File: config.mk
export PLATFORM = sky130hd
export DESIGN_NAME = parallel_port_host_handshake_flat
export DESIGN_NICKNAME = d
export VERILOG_FILES = /design/src/hdl/pph_pkg.sv /design/src/hdl/pph_if.sv /design/src/hdl/pph_cfg.sv /design/src/hdl/pph_engine.sv /design/src/hdl/pph_out_buf.sv /design/src/hdl/parallel_port_host_handshake.sv /design/src/flat_wrapper.sv
export SDC_FILE = /design/constraint.sdc
export NUM_CORES = 1
export LEC_CHECK = 0
export BUFFER_PORTS_ARGS = -buffer_cell sky130_fd_sc_hd__buf_2
export CAP_MARGIN = 20
export CORE_MARGIN = 2
export CORE_UTILIZATION = 65
export CTS_CLUSTER_SIZE = 28
export DETAILED_ROUTE_END_ITERATION = 12
export HOLD_SLACK_MARGIN = 0.08
export PLACE_DENSITY = 0.89
export SLEW_MARGIN = 20
export SYNTH_ARGS = -nofsm -noshare
export SYNTH_HDL_FRONTEND = slang
export SYNTH_SLANG_ARGS = --single-unit
File: constraint.sdc
create_clock -name i_clk -period 10.6 [get_ports i_clk]
set_input_delay 1.06 -clock i_clk [delete_from_list [all_inputs] [get_ports i_clk]]
set_output_delay 1.06 -clock i_clk [all_outputs]
set_load 0.005 [all_outputs]
File: src/hdl/pph_pkg.sv
package pph_pkg;

    // command codes on the func field
    typedef enum logic [1:0] {
        FUNC_TICK    = 2'd0,
        FUNC_SEND    = 2'd1,
        FUNC_RECEIVE = 2'd2,
        FUNC_ABORT   = 2'd3
    } t_func;

    // result codes
    typedef enum logic [1:0] {
        RES_NONE         = 2'd0,
        RES_SEND_DONE    = 2'd1,
        RES_RECEIVE_DONE = 2'd2,
        RES_TIMEOUT      = 2'd3
    } t_res_code;

    // configuration register indexes
    typedef enum logic [1:0] {
        CFG_STROBE_SETUP = 2'd0,
        CFG_TX_TIMEOUT   = 2'd1,
        CFG_RX_TIMEOUT   = 2'd2,
        CFG_CTRL_INVERT  = 2'd3
    } t_cfg_idx;

    localparam int CFG_DATA_W = 24;
    localparam int SETUP_W    = 16;
    localparam int TIMEOUT_W  = 24;
    localparam int CTRL_W     = 4;
    localparam int BYTE_W     = 8;

    localparam logic [SETUP_W-1:0] SETUP_RESET = 16'd50;

    // control mirror bits
    localparam int CT_STROBE_BIT   = 0;
    localparam int CT_AUTOFEED_BIT = 1;

    // remapped status bits
    localparam int ST_BUSY_I_BIT = 7;
    localparam int ST_PTRCLK_BIT = 6;

    typedef struct packed {
        logic [SETUP_W-1:0]   strobe_setup;
        logic [TIMEOUT_W-1:0] tx_timeout;
        logic [TIMEOUT_W-1:0] rx_timeout;
        logic [CTRL_W-1:0]    ctrl_invert;
    } t_cfg;

    typedef struct packed {
        logic [BYTE_W-1:0] data_pins;
        logic [CTRL_W-1:0] control_pins;
        logic              ready_res;
        t_res_code         result_code;
        logic [BYTE_W-1:0] received_byte;
    } t_result;

    // swap and invert bits 3 and 7, swap bits 4 and 5, low three bits read zero
    function automatic logic [7:0] remap_status(input logic [7:0] s);
        return {~s[3], s[6], s[4], s[5], ~s[7], 3'b000};
    endfunction

    // nibble from remapped status: bits 5..3, plus inverted busy as bit 3
    function automatic logic [3:0] status_nibble(input logic [7:0] st);
        return {~st[7], st[5:3]};
    endfunction

endpackage

File: src/hdl/pph_if.sv
interface pph_in_if;
    logic                     valid;
    logic                     ready;
    logic [1:0]               func;
    logic [pph_pkg::BYTE_W-1:0] send_byte;
    logic [pph_pkg::BYTE_W-1:0] status_pins;

    modport source (output valid, output func, output send_byte, output status_pins,
                    input ready);
    modport sink   (input valid, input func, input send_byte, input status_pins,
                    output ready);
endinterface

interface pph_out_if;
    logic                       valid;
    logic                       ready;
    logic [pph_pkg::BYTE_W-1:0] data_pins;
    logic [pph_pkg::CTRL_W-1:0] control_pins;
    logic                       ready_res;
    logic [1:0]                 result_code;
    logic [pph_pkg::BYTE_W-1:0] received_byte;

    modport source (output valid, output data_pins, output control_pins,
                    output ready_res, output result_code, output received_byte,
                    input ready);
    modport sink   (input valid, input data_pins, input control_pins,
                    input ready_res, input result_code, input received_byte,
                    output ready);
endinterface

File: src/hdl/pph_cfg.sv
module pph_cfg (
    input  logic                           i_clk,
    input  logic                           i_rst_n,
    input  logic                           i_cfg_we,
    input  logic [1:0]                     i_cfg_idx,
    input  logic [pph_pkg::CFG_DATA_W-1:0] i_cfg_data,
    output pph_pkg::t_cfg                  o_cfg
);
    import pph_pkg::*;

    t_cfg r_cfg;

    always_ff @(posedge i_clk) begin
        if (!i_rst_n) begin
            r_cfg.strobe_setup <= SETUP_RESET;
            r_cfg.tx_timeout   <= '0;
            r_cfg.rx_timeout   <= '0;
            r_cfg.ctrl_invert  <= '0;
        end else if (i_cfg_we) begin
            unique case (t_cfg_idx'(i_cfg_idx))
                CFG_STROBE_SETUP: r_cfg.strobe_setup <= i_cfg_data[SETUP_W-1:0];
                CFG_TX_TIMEOUT:   r_cfg.tx_timeout   <= i_cfg_data[TIMEOUT_W-1:0];
                CFG_RX_TIMEOUT:   r_cfg.rx_timeout   <= i_cfg_data[TIMEOUT_W-1:0];
                CFG_CTRL_INVERT:  r_cfg.ctrl_invert  <= i_cfg_data[CTRL_W-1:0];
                default:          ;
            endcase
        end
    end

    assign o_cfg = r_cfg;

endmodule

File: src/hdl/pph_engine.sv
module pph_engine (
    input  logic                       i_clk,
    input  logic                       i_rst_n,
    input  logic                       i_accept,
    input  logic [1:0]                 i_func,
    input  logic [pph_pkg::BYTE_W-1:0] i_send_byte,
    input  logic [pph_pkg::BYTE_W-1:0] i_status_pins,
    input  pph_pkg::t_cfg              i_cfg,
    output pph_pkg::t_result           o_result
);
    import pph_pkg::*;

    typedef enum logic [5:0] {
        PH_IDLE     = 6'b000001,
        PH_WAIT_RDY = 6'b000010,
        PH_SETUP    = 6'b000100,
        PH_WAIT_BSY = 6'b001000,
        PH_CLK_LOW  = 6'b010000,
        PH_CLK_HIGH = 6'b100000
    } t_phase;

    t_phase               r_phase,  n_phase;
    logic [CTRL_W-1:0]    r_ctrl,   n_ctrl;
    logic [BYTE_W-1:0]    r_data,   n_data;
    logic [SETUP_W-1:0]   r_delay,  n_delay;
    logic [TIMEOUT_W-1:0] r_wait,   n_wait;
    logic [3:0]           r_lo_nib, n_lo_nib;
    logic [3:0]           r_hi_nib, n_hi_nib;
    logic                 r_second, n_second;

    logic [7:0]           st;
    logic [3:0]           nib;
    logic [SETUP_W-1:0]   delay_inc;
    logic                 tx_expired;
    logic                 rx_expired;
    t_res_code            code;
    logic [BYTE_W-1:0]    rx_byte;

    assign st        = remap_status(i_status_pins);
    assign nib       = status_nibble(st);
    assign delay_inc = r_delay + 1'b1;
    assign tx_expired = (i_cfg.tx_timeout != '0) && (r_wait >= i_cfg.tx_timeout);
    assign rx_expired = (i_cfg.rx_timeout != '0) && (r_wait >= i_cfg.rx_timeout);

    always_comb begin
        n_phase  = r_phase;
        n_ctrl   = r_ctrl;
        n_data   = r_data;
        n_delay  = r_delay;
        n_wait   = r_wait;
        n_lo_nib = r_lo_nib;
        n_hi_nib = r_hi_nib;
        n_second = r_second;
        code     = RES_NONE;
        rx_byte  = '0;

        if (t_func'(i_func) == FUNC_ABORT) begin
            n_phase = PH_IDLE;
            n_ctrl  = '0;
            n_data  = '0;
        end else begin
            unique case (r_phase)
                PH_IDLE: begin
                    if (t_func'(i_func) == FUNC_SEND) begin
                        n_data  = i_send_byte;
                        n_wait  = '0;
                        n_phase = PH_WAIT_RDY;
                    end else if (t_func'(i_func) == FUNC_RECEIVE) begin
                        n_ctrl[CT_AUTOFEED_BIT] = 1'b1;
                        n_second = 1'b0;
                        n_wait   = '0;
                        n_phase  = PH_CLK_LOW;
                    end
                end
                PH_WAIT_RDY: begin
                    if (st[ST_BUSY_I_BIT]) begin
                        if (i_cfg.strobe_setup == '0) begin
                            n_ctrl[CT_STROBE_BIT] = 1'b1;
                            n_wait  = '0;
                            n_phase = PH_WAIT_BSY;
                        end else begin
                            n_delay = '0;
                            n_phase = PH_SETUP;
                        end
                    end else if (tx_expired) begin
                        code    = RES_TIMEOUT;
                        n_phase = PH_IDLE;
                    end else begin
                        n_wait = r_wait + 1'b1;
                    end
                end
                PH_SETUP: begin
                    n_delay = delay_inc;
                    if (delay_inc >= i_cfg.strobe_setup) begin
                        n_ctrl[CT_STROBE_BIT] = 1'b1;
                        n_wait  = '0;
                        n_phase = PH_WAIT_BSY;
                    end
                end
                PH_WAIT_BSY: begin
                    if (!st[ST_BUSY_I_BIT]) begin
                        n_ctrl[CT_STROBE_BIT] = 1'b0;
                        code    = RES_SEND_DONE;
                        n_phase = PH_IDLE;
                    end else if (tx_expired) begin
                        code    = RES_TIMEOUT;
                        n_phase = PH_IDLE;
                    end else begin
                        n_wait = r_wait + 1'b1;
                    end
                end
                PH_CLK_LOW: begin
                    if (!st[ST_PTRCLK_BIT]) begin
                        if (!r_second) begin
                            n_lo_nib = nib;
                        end else begin
                            n_hi_nib = nib;
                        end
                        n_ctrl[CT_AUTOFEED_BIT] = 1'b0;
                        n_wait  = '0;
                        n_phase = PH_CLK_HIGH;
                    end else if (rx_expired) begin
                        code    = RES_TIMEOUT;
                        n_phase = PH_IDLE;
                    end else begin
                        n_wait = r_wait + 1'b1;
                    end
                end
                PH_CLK_HIGH: begin
                    if (st[ST_PTRCLK_BIT]) begin
                        if (!r_second) begin
                            n_second = 1'b1;
                            n_ctrl[CT_AUTOFEED_BIT] = 1'b1;
                            n_wait  = '0;
                            n_phase = PH_CLK_LOW;
                        end else begin
                            rx_byte = {r_hi_nib, r_lo_nib};
                            code    = RES_RECEIVE_DONE;
                            n_phase = PH_IDLE;
                        end
                    end else if (rx_expired) begin
                        code    = RES_TIMEOUT;
                        n_phase = PH_IDLE;
                    end else begin
                        n_wait = r_wait + 1'b1;
                    end
                end
                default: n_phase = PH_IDLE;
            endcase
        end
    end

    always_ff @(posedge i_clk) begin
        if (!i_rst_n) begin
            r_phase  <= PH_IDLE;
            r_ctrl   <= '0;
            r_data   <= '0;
            r_delay  <= '0;
            r_wait   <= '0;
            r_lo_nib <= '0;
            r_hi_nib <= '0;
            r_second <= 1'b0;
        end else if (i_accept) begin
            r_phase  <= n_phase;
            r_ctrl   <= n_ctrl;
            r_data   <= n_data;
            r_delay  <= n_delay;
            r_wait   <= n_wait;
            r_lo_nib <= n_lo_nib;
            r_hi_nib <= n_hi_nib;
            r_second <= n_second;
        end
    end

    always_comb begin
        o_result.data_pins     = n_data;
        o_result.control_pins  = n_ctrl ^ i_cfg.ctrl_invert;
        o_result.ready_res     = (n_phase == PH_IDLE);
        o_result.result_code   = code;
        o_result.received_byte = rx_byte;
    end

endmodule

File: src/hdl/pph_out_buf.sv
module pph_out_buf (
    input  logic             i_clk,
    input  logic             i_rst_n,
    input  logic             i_push,
    input  pph_pkg::t_result i_result,
    output logic             o_can_push,
    output logic             o_valid,
    input  logic             i_ready,
    output pph_pkg::t_result o_result
);
    import pph_pkg::*;

    logic    r_out_v;
    logic    r_skd_v;
    t_result r_out;
    t_result r_skd;
    logic    drain;

    assign drain      = !r_out_v || i_ready;
    assign o_can_push = !r_skd_v;

    always_ff @(posedge i_clk) begin
        if (!i_rst_n) begin
            r_out_v <= 1'b0;
            r_skd_v <= 1'b0;
        end else if (drain) begin
            if (r_skd_v) begin
                r_out_v <= 1'b1;
                r_skd_v <= 1'b0;
            end else begin
                r_out_v <= i_push;
            end
        end else if (i_push) begin
            r_skd_v <= 1'b1;
        end
    end

    always_ff @(posedge i_clk) begin
        if (drain) begin
            r_out <= r_skd_v ? r_skd : i_result;
        end else if (i_push) begin
            r_skd <= i_result;
        end
    end

    assign o_valid  = r_out_v;
    assign o_result = r_out;

endmodule

File: src/hdl/parallel_port_host_handshake.sv
// Host side of a parallel-port link: compatibility-mode byte send and nibble-mode
// byte receive, advanced by one request per clock while input ready is high. Each
// request carries a command (tick, start send, start receive, abort) and the raw
// status pins sampled for that tick, and yields exactly one result with the data
// pins, the control pins after the inversion mask, an idle flag, a result code and
// the received byte. The handshake state is updated in the accept cycle and the
// result is held in a two-deep output register, so input ready drops only when two
// results are waiting downstream. Setup delay and both timeouts count requests, not
// clocks; a timeout of zero waits forever. The user must write the configuration
// through the simple write port only while the block is idle; the block does not enforce it.
module parallel_port_host_handshake (
    input  logic                           i_clk,
    input  logic                           i_rst_n,
    pph_in_if.sink                         i_in,
    pph_out_if.source                      o_out,
    input  logic                           i_cfg_we,
    input  logic [1:0]                     i_cfg_idx,
    input  logic [pph_pkg::CFG_DATA_W-1:0] i_cfg_data
);
    import pph_pkg::*;

    t_cfg    cfg;
    t_result eng_result;
    t_result buf_result;
    logic    can_push;
    logic    accept;

    // a request is taken whenever the skid slot is free
    assign i_in.ready = can_push;
    assign accept     = i_in.valid && can_push;

    // register file: setup ticks, two timeouts, control inversion mask
    pph_cfg u_cfg (
        .i_clk      (i_clk),
        .i_rst_n    (i_rst_n),
        .i_cfg_we   (i_cfg_we),
        .i_cfg_idx  (i_cfg_idx),
        .i_cfg_data (i_cfg_data),
        .o_cfg      (cfg)
    );

    // send/receive state machine, steps once per accepted request
    pph_engine u_engine (
        .i_clk         (i_clk),
        .i_rst_n       (i_rst_n),
        .i_accept      (accept),
        .i_func        (i_in.func),
        .i_send_byte   (i_in.send_byte),
        .i_status_pins (i_in.status_pins),
        .i_cfg         (cfg),
        .o_result      (eng_result)
    );

    // output register plus skid slot
    pph_out_buf u_out_buf (
        .i_clk      (i_clk),
        .i_rst_n    (i_rst_n),
        .i_push     (accept),
        .i_result   (eng_result),
        .o_can_push (can_push),
        .o_valid    (o_out.valid),
        .i_ready    (o_out.ready),
        .o_result   (buf_result)
    );

    assign o_out.data_pins     = buf_result.data_pins;
    assign o_out.control_pins  = buf_result.control_pins;
    assign o_out.ready_res     = buf_result.ready_res;
    assign o_out.result_code   = buf_result.result_code;
    assign o_out.received_byte = buf_result.received_byte;

endmodule

File: src/flat_wrapper.sv
// flat-port wrapper written by rule: the top's interface ports become plain ports
module parallel_port_host_handshake_flat import pph_pkg::*;
  (i_clk, i_rst_n, i_cfg_we, i_cfg_idx, i_cfg_data, i_in_valid, i_in_func, i_in_send_byte, i_in_status_pins, i_in_ready, o_out_valid, o_out_data_pins, o_out_control_pins, o_out_ready_res, o_out_result_code, o_out_received_byte, o_out_ready);
  pph_in_if i_in_i ();
  pph_out_if o_out_i ();
  input  logic i_clk;
  input  logic i_rst_n;
  input  logic i_cfg_we;
  input  logic [1:0] i_cfg_idx;
  input  logic [pph_pkg::CFG_DATA_W-1:0] i_cfg_data;
  input wire logic [$bits(i_in_i.valid)-1:0] i_in_valid;
  input wire logic [$bits(i_in_i.func)-1:0] i_in_func;
  input wire logic [$bits(i_in_i.send_byte)-1:0] i_in_send_byte;
  input wire logic [$bits(i_in_i.status_pins)-1:0] i_in_status_pins;
  output wire logic [$bits(i_in_i.ready)-1:0] i_in_ready;
  output wire logic [$bits(o_out_i.valid)-1:0] o_out_valid;
  output wire logic [$bits(o_out_i.data_pins)-1:0] o_out_data_pins;
  output wire logic [$bits(o_out_i.control_pins)-1:0] o_out_control_pins;
  output wire logic [$bits(o_out_i.ready_res)-1:0] o_out_ready_res;
  output wire logic [$bits(o_out_i.result_code)-1:0] o_out_result_code;
  output wire logic [$bits(o_out_i.received_byte)-1:0] o_out_received_byte;
  input wire logic [$bits(o_out_i.ready)-1:0] o_out_ready;
  assign i_in_i.valid = i_in_valid;
  assign i_in_i.func = i_in_func;
  assign i_in_i.send_byte = i_in_send_byte;
  assign i_in_i.status_pins = i_in_status_pins;
  assign i_in_ready = i_in_i.ready;
  assign o_out_valid = o_out_i.valid;
  assign o_out_data_pins = o_out_i.data_pins;
  assign o_out_control_pins = o_out_i.control_pins;
  assign o_out_ready_res = o_out_i.ready_res;
  assign o_out_result_code = o_out_i.result_code;
  assign o_out_received_byte = o_out_i.received_byte;
  assign o_out_i.ready = o_out_ready;
  parallel_port_host_handshake u_core (.i_clk(i_clk), .i_rst_n(i_rst_n), .i_in(i_in_i), .o_out(o_out_i), .i_cfg_we(i_cfg_we), .i_cfg_idx(i_cfg_idx), .i_cfg_data(i_cfg_data));
endmodule
Yosys cells after proc, flatten, opt, wreduce, memory -nomap -nowiden

Cells that the tools add are included.

Add/subtract/negate cells: 2
$lt $le $gt $ge: 3
Eq/ne operators: 23
Muxes and demuxes: 63
Bitwise operators: 7
Reduce and logical (&&, ||, !) cells: 24

Operator list:

| operator                | number |
|---|---|
| $mux W24                | 11 |
| $pmux W24 S6            | 1 |
| $mux W6                 | 10 |
| $mux W8                 | 7 |
| $ge A24 B24 Y1          | 2 |
| $reduce_bool A24 Y1     | 2 |
| $pmux W6 S6             | 1 |
| $mux W16                | 2 |
| $pmux W16 S2            | 1 |
| $add A24 B1 Y24 const B | 1 |
| $mux W23                | 1 |
| $mux W2                 | 10 |
| $add A16 B1 Y16 const B | 1 |
| $ge A16 B16 Y1          | 1 |
| $logic_not A16 Y1       | 1 |
| $reduce_and A5 Y1       | 3 |
| $ne A2 B2 Y1 const B    | 7 |
| $mux W1                 | 13 |
| $eq A6 B1 Y1 const B    | 2 |
| $reduce_and A2 Y1       | 5 |
| $ne A3 B3 Y1 const B    | 3 |
| $eq A2 B2 Y1 const B    | 4 |
| $pmux W2 S4             | 1 |
| $reduce_and A8 Y1       | 1 |
| other kinds (20)        | 31 |

Register bits after elaboration: 183
Output and inout bits: 25

Longest topological paths before layout

Word-level depth: 8
Mapped depth: 17

Hierarchy

A second synthesis with hierarchy kept.

Cells, all modules: 1,116
Area total of the unflattened synthesis: 10,390.0 um2

By module, submodules not included:

| module                       | times used | cells each | area an instance (um2) |
|---|---|---|---|
| pph_engine                   | 1          | 781        | 5,953.2 |
| pph_cfg                      | 1          | 253        | 2,587.5 |
| pph_out_buf                  | 1          | 81         | 1,843.0 |
| parallel_port_host_handshake | 1          | 1          | 6.3 |

Least setup slack after synthesis

Ideal clock, no wire load.

Kind: flip-flop to flip-flop
Start point: reg u_core.u_engine.r_delay[0]
End point: reg u_core.u_engine.r_wait[21]
Setup time: 0.101 ns
Arrival: 3.663 ns
Data required time: 10.499 ns
Path slack: 6.836 ns
Cell stages (with the launch flop): 15
Clock period less this slack: 3.764 ns
Path through: dfxtp_1 > nand3_1 > nor4_1 > and3_1 > and3_1 > nand3_1 > xnor2_1 > ha_1 > nand4_1 > a211oi_1 > a211o_1 > o21ai_2 > or4_4 > buf_6 > o41ai_1

Cells in the longest elaborated chain, start to end: 4

Ends and longest elaborated chain:

| element                     | line              | text |
|---|---|---|
| start, declared             | pph_engine.sv:25  | `logic [SETUP_W-1:0] r_delay, n_delay;` |
| start signal, assigned      | pph_engine.sv:167 | `r_delay <= n_delay;` |
| $add A16 B1 Y16             | pph_engine.sv:41  | `assign delay_inc = r_delay + 1'b1;` |
| $ge A16 B16 Y1              | pph_engine.sv:94  | `if (delay_inc >= i_cfg.strobe_setup) begin` |
| $ne A2 B2 Y1 (no line)      | n/a               |  |
| $reduce_and A8 Y1 (no line) | n/a               |  |
| end signal, assigned        | pph_engine.sv:168 | `r_wait <= n_wait;` |
| end, declared               | pph_engine.sv:26  | `logic [TIMEOUT_W-1:0] r_wait, n_wait;` |

Every way passes these cells.
A chain may end at the register's enable or synchronous reset.

==> reports/qor.yml <==
status:
  status: "finished clean"
cts:
  cts_resized: 0
  cts_made_buffers: 17
  htreeDepth: 4
  clkTransAtPathRegs_ns: 0.07
  holdBufCountCts: 0
  cts_tree: "done"
  cts_setup_buffers: 0
  cts.sinks: 183
  clockBufferDepth: 2
  insertion_delay_ns: 0.44
  clockRootBuffer: "clkbuf_16"
synth:
  synth_most_common_cell: "nand2_1"
  syn_inst: 1171
  avgSynthCellArea_um2: 8.305
  async_flop_share_pct: 0
  ys_types: 65
  ys_warn_count: 0
  synth_flop_cell: "dfxtp_1"
  syn_area_um2: 9726
  yosys.area_share.simple_pct: 22.66
  synth_mux_area_share_pct: 2.650
  synth_edf_count: 46
  synth_common_cells: "nand2_1, dfxtp_1, a21oi_1, nor2_1, inv_1"
  synthXorXnorAreaFrac_pct: 2.161
  synth_compound_area_share_pct: 16.09
  synthesis.nets: 1289
  synth_adder_area_share_pct: 8.877
  synthTopCellsByArea: "dfxtp_1, edfxtp_1, nand2_1, ha_1, a21oi_1"
  yosysTopAreaCellShare_pct: 28.20
  synth_top_area_cell: "dfxtp_1"
  yosysSeqAreaShare_pct: 42.40
  synth-seq-cells: 183
  synth_top_family_by_area: "simple AND/OR/NAND/NOR gates"
finish:
  fin_cells: 1412
  diodes: 0
  final_cell_area_um2: 10730
  drive_gt1_share_pct: 10.91
  fill_cells: 1066
  areaGrowthSynthToFinish_pct: 10.34
  seqCellArea_um2: 4124
  nets: 1333
  multi_input_area_um2: 5112
critical_path:
  rr_worst_depth: 14
  cpPeakStageDelay_ns: 0.66
  reg2reg_slack_ns: 6.05
  cp_max_fo: 6
  cp_cell_sequence: "nand3_1 -> nor4_1 -> and3_1 -> and3_1 -> nand3_1 -> xnor2_1 -> ha_1 -> nand4_1 -> a211oi_1 -> a211o_1 -> a21oi_1 -> a221o_1 -> xnor2_1 -> mux2_2"
  cp-end-kind: "flop"
  crit_type: "reg -> reg"
  crit_required_ns: 10.80
  critPathArrivalTime_ns: 4.74
  cp-start-kind: "flop"
  slowest_stage: "nor4_1"
placed_design:
  post-place-ws_ns: 6.281
  portBuffers: 70
  placed_cell_area_um2: 10140
  place_congestion: 0.9189
  hpwl_um: 16010
  dpl.cell_count: 1379
power_and_ir_drop:
  p_int_w: 0.001096
  power_w: 0.001498
  power_switching_w: 0.0004023
  clockPowerShare_pct: 41.2
  p_comb_share_pct: 8.8
  seqPwrFrac_pct: 49.9
  swShare_pct: 26.85
  power_density_nw_per_um2: 139.6
  ir_worst_vdd_mv: 0.1129
  p_leak_nw: 4.411
grt:
  grt_max_degree: 107
  grt_pass1_vias: 8033
  gr-usage-all-layers_pct: 29.37
  grt-ovfl-total: 0
  antenna_found_initial: 0
  grt_pass1_wl_um: 38360
timing:
  hold_violations: 0
  worst_pin_slew_ns: 1.108
  rsz0062_at_grt: "false"
  fin_skew_ns: 0.01056
  setup_tns_ns: 0
  relSlewSlack_pct: 25.82
  setup_viol: 0
  period_share_pct: 42.90
  fin_crit_ns: 4.547
  drv_slew: 0
  clock.fmax_mhz: 219.9
  timing.final.ws_setup_ns: 6.053
routing:
  drtAntennaViolNets: 0
  first_pass_iters: 5
  finalWirelength_um: 23080
  drt_iter0_drc: 708
  dr_total_vias: 8667
  vias_per_cell: 6.138
  post_drt_wl_per_cell_um: 16.35
  drc: 0
floorplanning:
  start_util_pct: 66.66
  ioPinCount: 74
  die_w_um: 126.3
  dieArea_um2: 15960
  core_um2: 14590
  rows: 44
  die_y_um: 126.3
worst_hold_path:
  hold_class: "reg -> reg"
  min_path_cells: 2
flow_run:
  cap_violations: 0
[registers in the layout, indices dropped and copies added (netlist names)]
| name | count |
|---|---|
| u_core.u_engine.r_second | 1 |
| u_core.u_engine.r_hi_nib | 4 |
| u_core.u_engine.r_wait | 24 |
| u_core.u_engine.r_data | 8 |
| u_core.u_engine.r_phase | 6 |
| u_core.u_out_buf.o_valid | 1 |
| u_core.u_out_buf.r_skd | 23 |
| u_core.u_out_buf.o_result | 23 |
| u_core.u_engine.r_delay | 16 |
| u_core.u_engine.r_lo_nib | 4 |
| u_core.u_out_buf.r_skd_v | 1 |
| u_core.u_engine.r_ctrl | 4 |
| u_core.u_cfg.o_cfg | 68 |
[kinds of logic (layout without fill, tap and decap cells)]
| family | after synthesis | in the layout |
|---|---|---|
| multiplexers | 25 | 25 |
| AND/OR/NAND/NOR | 480 | 480 |
| AO/OA/AOI/OAI | 262 | 262 |
| adder cells (fa/ha/maj) | 69 | 69 |
| flip-flops | 183 | 183 |
| buffers and inverters | 128 | 185 |
| XOR/XNOR | 24 | 24 |
[path summary, 6_finish.rpt]
path,startpoint,end
setup / recovery,u_core.u_engine.r_delay[0],u_core.u_out_buf.o_result[11]
hold / removal,u_core.u_engine.r_data[0],u_core.u_engine.r_data[0]
setup reg to reg,u_core.u_engine.r_delay[0],u_core.u_out_buf.o_result[11]
hold reg to reg,u_core.u_engine.r_data[0],u_core.u_engine.r_data[0]
[critical path, delay by kind of cell, from the launching register on]
family / cells / cell delay [ns]
muxes: 1 / 0.31
and+or+nand+nor: 6 / 1.82
AOI/OAI and AO/OA: 4 / 1.07
DFF: 1 / 0.40
xor gates and xnor gates: 2 / 0.38
adders and majority gates: 1 / 0.29
[cell usage in the layout (no fill, tap or decap), drive strengths merged, types with 14 or more instances in the layout]
cell type  count
nand3         30
buf           75
nand4         16
nor3          17
xor2          14
clkbuf        18
nor4          21
ha            69
a21oi        134
nand2        233
and3          17
o21ai         47
dfxtp        137
edfxtp        46
o211ai        15
inv           86
mux2i         19
and2          16
nor2          89
[per-layer routing]
metal	part of all wire [%]	global-route usage [%]	vias up
met5	0	0	-
li1	-	-	4180
met2	47	47.25	393
met4	2.5	11.57	0
met1	43	39.78	4037
met3	7.9	5.103	57
[area by class of cell]
type | count | share of cell area, %
sequential | 183 | 38.43
tap | 184 | 2.145
multi-input combinational | 860 | 47.64
inverter | 77 | 2.693
clock buffer | 17 | 3.964
clock inverter | 15 | 1.411
timing repair buffer | 76 | 3.719
[through the flow]
stage | hold slack, ns | utilization, %
after floorplan | 0.4360 | -
after CTS | 0.4611 | 73.45
after detailed placement | 0.4524 | 69.49
final | 0.4600 | 73.56
after global routing | 0.4782 | 73.56
after global placement | 0.4423 | 69.49
[power groups by stage]
stage,registers [W],logic [W],clock network [W]
2_1_floorplan,0.000761,0.0000858,0
5_1_grt,0.000750,0.000147,0.000648
4_1_cts,0.000748,0.000130,0.000620
6_report,0.000748,0.000133,0.000618
3_5_place_dp,0.000764,0.000129,0
3_3_place_gp,0.000763,0.000125,0
(Power assumes the default switching activity.)
